--- src/sv/pes_pkg.sv ---
package pes_pkg;

   localparam int MaxUsers = 16;
   localparam int IdxW     = (MaxUsers > 1) ? $clog2(MaxUsers) : 1;
   localparam int CntW     = $clog2(MaxUsers + 1);

   localparam int IdW      = 32;
   localparam int PerW     = 24;
   localparam int DueW     = 40;
   localparam int RunW     = 7;
   localparam int MaxRun   = 64;

   localparam logic [DueW-1:0] DueMax = {DueW{1'b1}};

   // request kinds carried on req_tuser
   localparam logic [1:0] ReqLoad  = 2'd0;
   localparam logic [1:0] ReqRun   = 2'd1;
   localparam logic [1:0] ReqClear = 2'd2;

   typedef struct packed {
      logic [IdW-1:0]  id;
      logic [PerW-1:0] period;
      logic [DueW-1:0] due;
   } entry_type;

   localparam int EntryW = $bits(entry_type);

endpackage

--- src/sv/pes_ram.sv ---
module pes_ram #(
   parameter int Width = 8,
   parameter int Depth = 16
) (
   input  logic                                     clock,
   input  logic                                     we,
   input  logic [((Depth > 1) ? $clog2(Depth) : 1)-1:0] waddr,
   input  logic [Width-1:0]                         wdata,
   input  logic [((Depth > 1) ? $clog2(Depth) : 1)-1:0] raddr,
   output logic [Width-1:0]                         rdata_ff
);

   logic [Width-1:0] mem_ff [Depth];

   always_ff @(posedge clock) begin
      if (we) begin
         mem_ff[waddr] <= wdata;
      end
      rdata_ff <= mem_ff[raddr];
   end

endmodule

--- src/sv/periodic_event_scheduler.sv ---
// Load and clear beats are handled in the cycle they are taken; the block is ready again next cycle.
// A run beat emits its events one at a time: each event takes one table read per
// entry through the single read port of the entry RAM, then the read latency, the
// compare drain and the due-time update, which waits for the output register.
// An empty-table run goes to the empty state and answers once the output register is free.
// Reset (synchronous, active high) empties the table and clears the drop flag.
module periodic_event_scheduler import pes_pkg::*; (
   input  logic        clock,
   input  logic        reset,
   input  logic        req_tvalid,
   output logic        req_tready,
   input  logic [63:0] req_tdata,  // source_id[31:0], source_period[55:32],
                                   // emit_count[62:56], zero[63]
   input  logic [1:0]  req_tuser,  // req_type[1:0]
   output logic        rsp_tvalid,
   input  logic        rsp_tready,
   output logic [31:0] rsp_tdata,  // event_id[31:0]
   output logic        rsp_tlast,  // last_of_run
   output logic [2:0]  rsp_tuser   // empty_error[0], dropped_flag[1],
                                   // time_saturated[2]
);

   localparam logic [1:0] StIdle   = 2'd0;
   localparam logic [1:0] StScan   = 2'd1;
   localparam logic [1:0] StUpdate = 2'd2;
   localparam logic [1:0] StEmpty  = 2'd3;

   // sequencer
   logic [1:0]      state_ff, state_in;
   logic [CntW-1:0] count_ff, count_in;
   logic            dropped_ff, dropped_in;
   logic [RunW-1:0] remain_ff, remain_in;
   logic [CntW-1:0] issue_ff, issue_in;
   logic            rd_pend_ff, rd_pend_in;
   logic [IdxW-1:0] rd_idx_ff, rd_idx_in;
   entry_type       best_ff, best_in;
   logic [IdxW-1:0] best_idx_ff, best_idx_in;

   // output register
   logic            rsp_valid_ff, rsp_valid_in;
   logic [IdW-1:0]  rsp_id_ff, rsp_id_in;
   logic            rsp_last_ff, rsp_last_in;
   logic            rsp_empty_ff, rsp_empty_in;
   logic            rsp_drop_ff, rsp_drop_in;
   logic            rsp_sat_ff, rsp_sat_in;

   // entry RAM ports
   logic            ram_we;
   logic [IdxW-1:0] ram_waddr;
   entry_type       ram_wdata;
   logic [IdxW-1:0] ram_raddr;
   logic [EntryW-1:0] ram_rdata;
   entry_type       cand;

   // request fields
   logic [IdW-1:0]  in_id;
   logic [PerW-1:0] in_period;
   logic [RunW-1:0] in_count;
   logic [RunW-1:0] run_len;

   logic            accept;
   logic            out_free;
   logic            better;
   logic [DueW:0]   due_sum;
   logic [DueW-1:0] next_due;

   pes_ram #(
      .Width (EntryW),
      .Depth (MaxUsers)
   ) u_ram (
      .clock    (clock),
      .we       (ram_we),
      .waddr    (ram_waddr),
      .wdata    (ram_wdata),
      .raddr    (ram_raddr),
      .rdata_ff (ram_rdata)
   );

   assign cand      = entry_type'(ram_rdata);
   assign in_id     = req_tdata[31:0];
   assign in_period = req_tdata[55:32];
   assign in_count  = req_tdata[62:56];
   assign run_len   = (in_count > RunW'(MaxRun)) ? RunW'(MaxRun) : in_count;

   assign req_tready = (state_ff == StIdle);
   assign accept     = req_tvalid && req_tready;
   assign out_free   = !rsp_valid_ff || rsp_tready;

   // Strict compare while scanning upward keeps the lowest index on a full tie.
   assign better = (rd_idx_ff == '0) ||
                   (cand.due < best_ff.due) ||
                   ((cand.due == best_ff.due) && (cand.id < best_ff.id));

   // Advance the winner's due time, saturating at the top of the range.
   assign due_sum  = {1'b0, best_ff.due} + {{(DueW + 1 - PerW){1'b0}}, best_ff.period};
   assign next_due = due_sum[DueW] ? DueMax : due_sum[DueW-1:0];

   always_comb begin
      state_in     = state_ff;
      count_in     = count_ff;
      dropped_in   = dropped_ff;
      remain_in    = remain_ff;
      issue_in     = issue_ff;
      rd_pend_in   = 1'b0;
      rd_idx_in    = rd_idx_ff;
      best_in      = best_ff;
      best_idx_in  = best_idx_ff;

      rsp_valid_in = rsp_valid_ff && !rsp_tready;
      rsp_id_in    = rsp_id_ff;
      rsp_last_in  = rsp_last_ff;
      rsp_empty_in = rsp_empty_ff;
      rsp_drop_in  = rsp_drop_ff;
      rsp_sat_in   = rsp_sat_ff;

      ram_we       = 1'b0;
      ram_waddr    = best_idx_ff;
      ram_wdata    = '{id: best_ff.id, period: best_ff.period, due: next_due};
      ram_raddr    = issue_ff[IdxW-1:0];

      unique case (state_ff)
         StIdle: begin
            if (accept) begin
               case (req_tuser)
                  ReqLoad: begin
                     if (count_ff >= CntW'(MaxUsers)) begin
                        dropped_in = 1'b1;
                     end else begin
                        // append: first due time equals the period
                        ram_we    = 1'b1;
                        ram_waddr = count_ff[IdxW-1:0];
                        ram_wdata = '{id: in_id, period: in_period,
                                      due: {{(DueW - PerW){1'b0}}, in_period}};
                        count_in  = count_ff + 1'b1;
                     end
                  end
                  ReqClear: begin
                     count_in = '0;
                  end
                  ReqRun: begin
                     if (run_len != '0) begin
                        if (count_ff == '0) begin
                           state_in = StEmpty;
                        end else begin
                           remain_in = run_len;
                           issue_in  = '0;
                           state_in  = StScan;
                        end
                     end
                  end
                  default: begin
                     // unused kind: drop the beat
                  end
               endcase
            end
         end

         StScan: begin
            // issue one read per cycle, fold the returning entry in the next cycle
            if (issue_ff < count_ff) begin
               rd_pend_in = 1'b1;
               rd_idx_in  = issue_ff[IdxW-1:0];
               issue_in   = issue_ff + 1'b1;
            end
            if (rd_pend_ff && better) begin
               best_in     = cand;
               best_idx_in = rd_idx_ff;
            end
            if ((issue_ff == count_ff) && !rd_pend_ff) begin
               state_in = StUpdate;
            end
         end

         StUpdate: begin
            if (out_free) begin
               ram_we       = 1'b1;
               rsp_valid_in = 1'b1;
               rsp_id_in    = best_ff.id;
               rsp_last_in  = (remain_ff == RunW'(1));
               rsp_empty_in = 1'b0;
               rsp_drop_in  = dropped_ff;
               rsp_sat_in   = (next_due == DueMax);
               remain_in    = remain_ff - 1'b1;
               issue_in     = '0;
               state_in     = (remain_ff == RunW'(1)) ? StIdle : StScan;
            end
         end

         StEmpty: begin
            if (out_free) begin
               rsp_valid_in = 1'b1;
               rsp_id_in    = '0;
               rsp_last_in  = 1'b1;
               rsp_empty_in = 1'b1;
               rsp_drop_in  = dropped_ff;
               rsp_sat_in   = 1'b0;
               state_in     = StIdle;
            end
         end

         default: begin
            state_in = StIdle;
         end
      endcase
   end

   always_ff @(posedge clock) begin
      if (reset) begin
         state_ff     <= StIdle;
         count_ff     <= '0;
         dropped_ff   <= 1'b0;
         rd_pend_ff   <= 1'b0;
         rsp_valid_ff <= 1'b0;
      end else begin
         state_ff     <= state_in;
         count_ff     <= count_in;
         dropped_ff   <= dropped_in;
         rd_pend_ff   <= rd_pend_in;
         rsp_valid_ff <= rsp_valid_in;
      end
   end

   // payload and datapath registers: no reset needed
   always_ff @(posedge clock) begin
      remain_ff    <= remain_in;
      issue_ff     <= issue_in;
      rd_idx_ff    <= rd_idx_in;
      best_ff      <= best_in;
      best_idx_ff  <= best_idx_in;
      rsp_id_ff    <= rsp_id_in;
      rsp_last_ff  <= rsp_last_in;
      rsp_empty_ff <= rsp_empty_in;
      rsp_drop_ff  <= rsp_drop_in;
      rsp_sat_ff   <= rsp_sat_in;
   end

   assign rsp_tvalid = rsp_valid_ff;
   assign rsp_tdata  = rsp_id_ff;
   assign rsp_tlast  = rsp_last_ff;
   assign rsp_tuser  = {rsp_sat_ff, rsp_drop_ff, rsp_empty_ff};

endmodule

--- config.mk ---
export PLATFORM = sky130hd
export DESIGN_NAME = periodic_event_scheduler
export DESIGN_NICKNAME = d
export VERILOG_FILES = /design/src/sv/pes_pkg.sv /design/src/sv/pes_ram.sv /design/src/sv/periodic_event_scheduler.sv
export SDC_FILE = /design/constraint.sdc
export NUM_CORES = 2
export LEC_CHECK = 0
export BUFFER_PORTS_ARGS = -buffer_cell sky130_fd_sc_hd__buf_4
export CORE_UTILIZATION = 25
export CTS_BUF_LIST = sky130_fd_sc_hd__clkbuf_16
export DETAILED_ROUTE_END_ITERATION = 10
export GPL_ROUTABILITY_DRIVEN = 0
export PLACE_DENSITY = 0.41
export SLEW_MARGIN = 20
export SYNTH_ARGS = -nofsm -noshare
export SYNTH_HDL_FRONTEND = slang
export SYNTH_HIERARCHICAL = 1
export SYNTH_SLANG_ARGS = --single-unit
--- constraint.sdc ---
create_clock -name clock -period 31.5 [get_ports clock]
set_clock_uncertainty 0.15 [all_clocks]
set_input_delay 4.725 -clock clock [delete_from_list [all_inputs] [get_ports clock]]
set_output_delay 4.725 -clock clock [all_outputs]
set_load 0.02 [all_outputs]
## Word level (Yosys, flattened, before mapping)

Memories as Yosys holds them, arrays and structs flattened. A register that Yosys moved wholly into a read port is not among the register bits.
Cells that the tools add are included.

| storage, ports and cells | value |
|---|---|
| register bits after elaboration | 162 |
| bits in writable memories | 1536 |
| memories | 1 |

Memory list:

| name | depth | width | rd ports | clocked after memory_dff | wr ports | line | source |
|---|---|---|---|---|---|---|---|
| u_ram.mem_ff | 16 | 96 | 1 | 1 | 1 | pes_ram.sv:13 | `logic [Width-1:0] mem_ff [Depth];` |

| cells by class | value |
|---|---|
| $add $sub $neg | 4 |
| magnitude comparators | 5 |
| eq/ne operators | 18 |
| mux-type cells | 54 |
| bitwise logic cells | 1 |
| reduce and logical (&&, ||, !) cells | 31 |

Operators by type and width:

| operator | count |
|---|---|
| 2-to-1 mux 96 bit | 4 |
| 2-to-1 mux 32 bit | 2 |
| one-hot mux 32 bit (2 select lines) | 1 |
| 2-to-1 mux 7 bit | 6 |
| adder 40 x 24 -> 41 bit | 1 |
| equality test 40 bit | 1 |
| equality test 40 bit (second input constant) | 1 |
| less-than comparator 40 bit | 1 |
| 2-to-1 mux 40 bit | 1 |
| 2-to-1 mux 5 bit | 7 |
| less-than comparator 32 bit | 1 |
| 2-to-1 mux 4 bit | 4 |
| one-hot mux 5 bit (3 select lines) | 1 |
| 2-to-1 mux 1 bit | 14 |
| 2-to-1 mux 2 bit | 7 |
| one-hot mux 7 bit (2 select lines) | 1 |
| != test 2 bit (second input constant) | 6 |
| AND reduction 6 bit | 2 |
| adder 5 x 1 -> 5 bit (second input constant) | 2 |
| one-hot mux 5 bit (2 select lines) | 1 |
| one-hot mux 1 bit (2 select lines) | 4 |
| one-hot mux 2 bit (4 select lines) | 1 |
| AND reduction 4 bit | 2 |
| equality test 7 x 1 -> 1 bit (second input constant) | 1 |
| 22 further kinds | 41 |

## Longest topological paths before layout

| depth | value |
|---|---|
| depth after elaboration | 7 |
| depth in mapped cells | 12 |
| depth with buffers taken out | 12 |

## By module

Netlist, hierarchy kept.

By module, submodules not included:

| module | times used | cells each | area each (µm²) |
|---|---|---|---|
| pes_ram | 1 | 2460 | 59355.7 |
| periodic_event_scheduler | 1 | 1061 | 10226.1 |

## Worst setup path before layout

No wires, ideal clock.

| timing path | value |
|---|---|
| path type | input to register |
| start point | input port rsp_tready |
| end point | memory u_ram/mem_ff[0][0] (netlist name) (enable) |
| setup time | 668 ps |
| arrival time | 13091 ps |
| setup slack | 17591 ps |
| stages on the path | 6 |
| path through | nand2b_1 and2_1 nor2_1 nor2_1 or3b_2 nor3_1 |

| on the way | value |
|---|---|
| word-level cells in the longest chain between the ends | 5 |

Ends and longest elaborated chain:

| what | line | source |
|---|---|---|
| from (decl) | periodic_event_scheduler.sv:16 | `input logic rsp_tready,` |
| logical OR 1 bit | periodic_event_scheduler.sv:87 | `assign out_free = !rsp_valid_ff \|\| rsp_tready;` |
| 2-to-1 mux 1 bit | periodic_event_scheduler.sv:175 | `if (out_free) begin` |
| one-hot mux 1 bit (2 select lines) | periodic_event_scheduler.sv:121 | `unique case (state_ff)` |
| named net ram_we | periodic_event_scheduler.sv:48 | `logic ram_we;` |
| 2-to-1 mux 1 bit | pes_ram.sv:16 | `if (we) begin` |
| 2-to-1 mux 1 bit (implied by the code) | pes_ram.sv:17 | `mem_ff[waddr] <= wdata;` |
| to (decl) | pes_ram.sv:13 |  |

The timed path passes the listed nets, and every way through them passes these cells.

## Worst setup path after layout

| timing path | value |
|---|---|
| start point | input port req_tuser[0] |
| end point | memory u_ram/mem_ff[6][7] (netlist name) (enable) |

| on the way | value |
|---|---|
| elaborated cells between the ends (all ways) | 9 |
| those cells by class | mux (8); reduce/logical (1) |

RTL lines:

| what | line | source |
|---|---|---|
| from (decl) | periodic_event_scheduler.sv:14 | `input logic [1:0] req_tuser,` |
| logical NOT 2 bit | periodic_event_scheduler.sv:124 | `case (req_tuser)` |
| 2-to-1 mux 4 bit | periodic_event_scheduler.sv:124 |  |
| 2-to-1 mux 4 bit | periodic_event_scheduler.sv:123 | `if (accept) begin` |
| 2-to-1 mux 4 bit | periodic_event_scheduler.sv:121 |  |
| named net ram_waddr[1] | periodic_event_scheduler.sv:49 | `logic [IdxW-1:0] ram_waddr;` |

The timed path passes the listed nets, and every way through them passes these cells.

==> impl_metrics.tcl <==
set metrics [dict create \
    ios 108 \
    max_slew.worst_pin.slew_ns 1.09 \
    dp_hpwl_mm 93.9 \
    critPathLaunchType "input port" \
    combPwrFrac_pct 18.4 \
    dpl-instance-area_mm2 0.0752 \
    clkLatencyLatePin_ns 0.87 \
    final_layout_size_suffix_gt1_share_pct 23.0 \
    setup_tns_ns 0 \
    worstPathMaxFanout 60 \
    drtIter0Drc 2601 \
    switching_share_pct 27.4 \
    cpPeakStageDelay_ns 0.90 \
    seq_power_share_pct 46.5 \
    drt_first_pass_iters 5 \
    clock-sinks 1794 \
    final_max_slew_viol_count 0 \
    cts_tree "built" \
    postSynthAreaPerCell_um2 19.8 \
    cap_violations 0 \
    crit_start "req_tuser[0]" \
    hold_slack_ns 0.214 \
    cts_resized 0 \
    post_cts.repair.setup_buffers 0 \
    hp-start "u_ram/rdata_ff[50]$_DFF_P_" \
    pwr-share-clk_pct 35.2 \
    wire_per_inst_um 24.8 \
    coreArea_mm2 0.277 \
    arrival_ns 9.33 \
    wl_mm 189 \
    grt_remaining_overflow 0 \
    intPower_mw 4.48 \
    initial_core_util_pct 25.1 \
    crit_path_frequent_cell "buf_4" \
    netlist_area_mm2 0.0696 \
    rsz0062_at_grt "no" \
    final.fill_count 27300 \
    cp.required_ns 31.79 \
    syn_nets 3697 \
    io_buffers 106 \
    final_area_mm2 0.0813 \
    worstReg2RegStart "best_ff[1]$_DFFE_PP_" \
    max_freq_ghz 0.111 \
    ys_ff_latch 1794 \
    end_kind "register" \
    layout.cells.most_common "edfxtp_1" \
    yosysWarnings 6 \
    power_switching_mw 1.69 \
    clk_pin_slew_ns 0.06 \
    irDropWorstVdd_v 0.0000521 \
    rows 193 \
    synth_edf_count 1688 \
    root_buffer "clkbuf_16" \
    slew_headroom_pct 27.2 \
    power.total_mw 6.17 \
    cts-buffers-inserted 193 \
    syn_inst 3521 \
    grt_pass1_wl_mm 270 \
    setup_viol 0 \
    grt_util_all_layers_pct 13.5 \
    antenna_found_initial 3 \
    critical_path_class "input port to register" \
    p_per_area_mw_per_mm2 76.0 \
    layout.nets 3920 \
    crit_chain "buf_4 > nor3_1 > nand3_4 > buf_4 > o21ai_0 > nand2b_1 > nor2_4 > buf_4 > buf_4" \
    power.leakage_nw 26.3 \
    yosysUniqueCellTypes 76 \
    vias 34300 \
    via_per_inst 4.49 \
    die_h_um 530 \
    grt_pass1_vias 36000 \
    crit_slowest_cell "o21ai_0" \
    hp-class "register to register" \
    status "completed" \
    hold_viol 0 \
    async_flop_share_pct 0 \
    final_cell_mix "edfxtp_1 (1688), mux4_2 (384), nand2_1 (281)" \
    min_period_ns 9.04 \
    drcViolationCount 0 \
    die_w_um 530 \
    cts_max_level 4 \
    ant_nets 0 \
    final_core_util_pct 29.4 \
    yosysSeqAreaShare_pct 75.9 \
    grt_max_degree 131 \
    area_growth_pct 16.8 \
    hold_buffers 0 \
    clock_path_buffers 3 \
    post-route-period-util_pct 28.7 \
    synth_ff_type "edfxtp_1" \
    die_area_mm2 0.280 \
]
-- power groups by stage --
stage	clock (mW)	combinational [mW]	sequential, mW
after CTS	2.24	1.17	2.87
after global routing	2.33	1.24	2.88
after detailed placement	0	1.16	2.92
final	2.17	1.14	2.87
after floorplan	0	0.795	2.91
after global placement	0	1.17	2.92
-- critical path, delay by kind of cell --
family,cells,cell delay (ns)
and+or+nand+nor,4,1.91
buffers and inverters,4,1.75
AOI/OAI and AO/OA,1,0.90
-- registers in the layout (all words and copies together) (netlist names), 2 cells and up --
name            count
state_ff            2
u_ram/rdata_ff     96
u_ram/mem_ff     1536
count_ff            5
best_ff            96
remain_ff           7
best_idx_ff         4
rd_idx_ff           4
rsp_tdata          32
issue_ff            5
-- path summary, 6_finish.rpt --
check	to	slack, ns	cells after the start
max	u_ram/mem_ff[6][7]$_DFFE_PP_	22.46	9
min	best_ff[50]$_DFFE_PP_	0.21	0
max reg2reg	best_ff[9]$_DFFE_PP_	25.89	14
min reg2reg	best_ff[50]$_DFFE_PP_	0.21	0
-- cell families after synthesis --
group / synth area share, %
flip-flops: 75.9
AND/OR/NAND/NOR: 3.25
AO/OA/AOI/OAI: 4.20
multiplexers: 12.5
buffers and inverters: 1.77
adder cells (fa/ha/maj): 1.92
XOR/XNOR: 0.491
-- per-layer routing --
metal | vias to the layer above | GRT usage [%] | share of wire, %
met3 | 201 | 1.91 | 3.8
met2 | 669 | 22.1 | 48
met4 | 0 | 3.40 | 1.8
met5 | - | 0 | 0
li1 | 14800 | - | -
met1 | 18600 | 18.6 | 46
-- cell type report --
class                           count  area [µm²]  area share [%]
Antenna cell                        1        2.50         0.00308
Timing Repair Buffer              197        1660            2.04
Tap cell                         3705        4640            5.70
Multi-Input combinational cell   1471       15800            19.4
Clock buffer                      193        4830            5.94
Inverter                           87         327           0.402
Sequential cell                  1794       52800            65.0
Clock inverter                    173        1270            1.56
-- synthesized netlist by cell type, drive strengths merged, types with 9 or more instances --
| cell | n | area share [%] |
|---|---|---|
| edfxtp | 1688 | 73 |
| mux4 | 384 | 12 |
| nand2 | 281 | 1.5 |
| a22oi | 194 | 2.1 |
| dfxtp | 106 | 3.0 |
| ha | 105 | 1.9 |
| nor2 | 102 | 0.55 |
| o21ai | 92 | 0.66 |
| buf | 91 | 0.88 |
| inv | 86 | 0.46 |
| clkbuf | 78 | 0.42 |
| a21oi | 59 | 0.43 |
| nand4 | 31 | 0.28 |
| xnor2 | 30 | 0.38 |
| a21o | 25 | 0.27 |
| nor3 | 24 | 0.20 |
| nand3 | 17 | 0.15 |
| a31oi | 14 | 0.15 |
| nand2b | 11 | 0.099 |
| nor2b | 10 | 0.090 |
| xor2 | 9 | 0.11 |
-- through the flow --
| stage | cells | worst slack, ns |
|---|---|---|
| 2_1_floorplan | 3521 | 17.59 |
| 3_3_place_gp | 7253 | 21.55 |
| 3_5_place_dp | 7254 | 21.52 |
| 4_1_cts | 7620 | 22.41 |
| 5_1_grt | 7621 | 22.12 |
| 6_report | 7621 | 22.46 |
(Power assumes the default switching activity.)
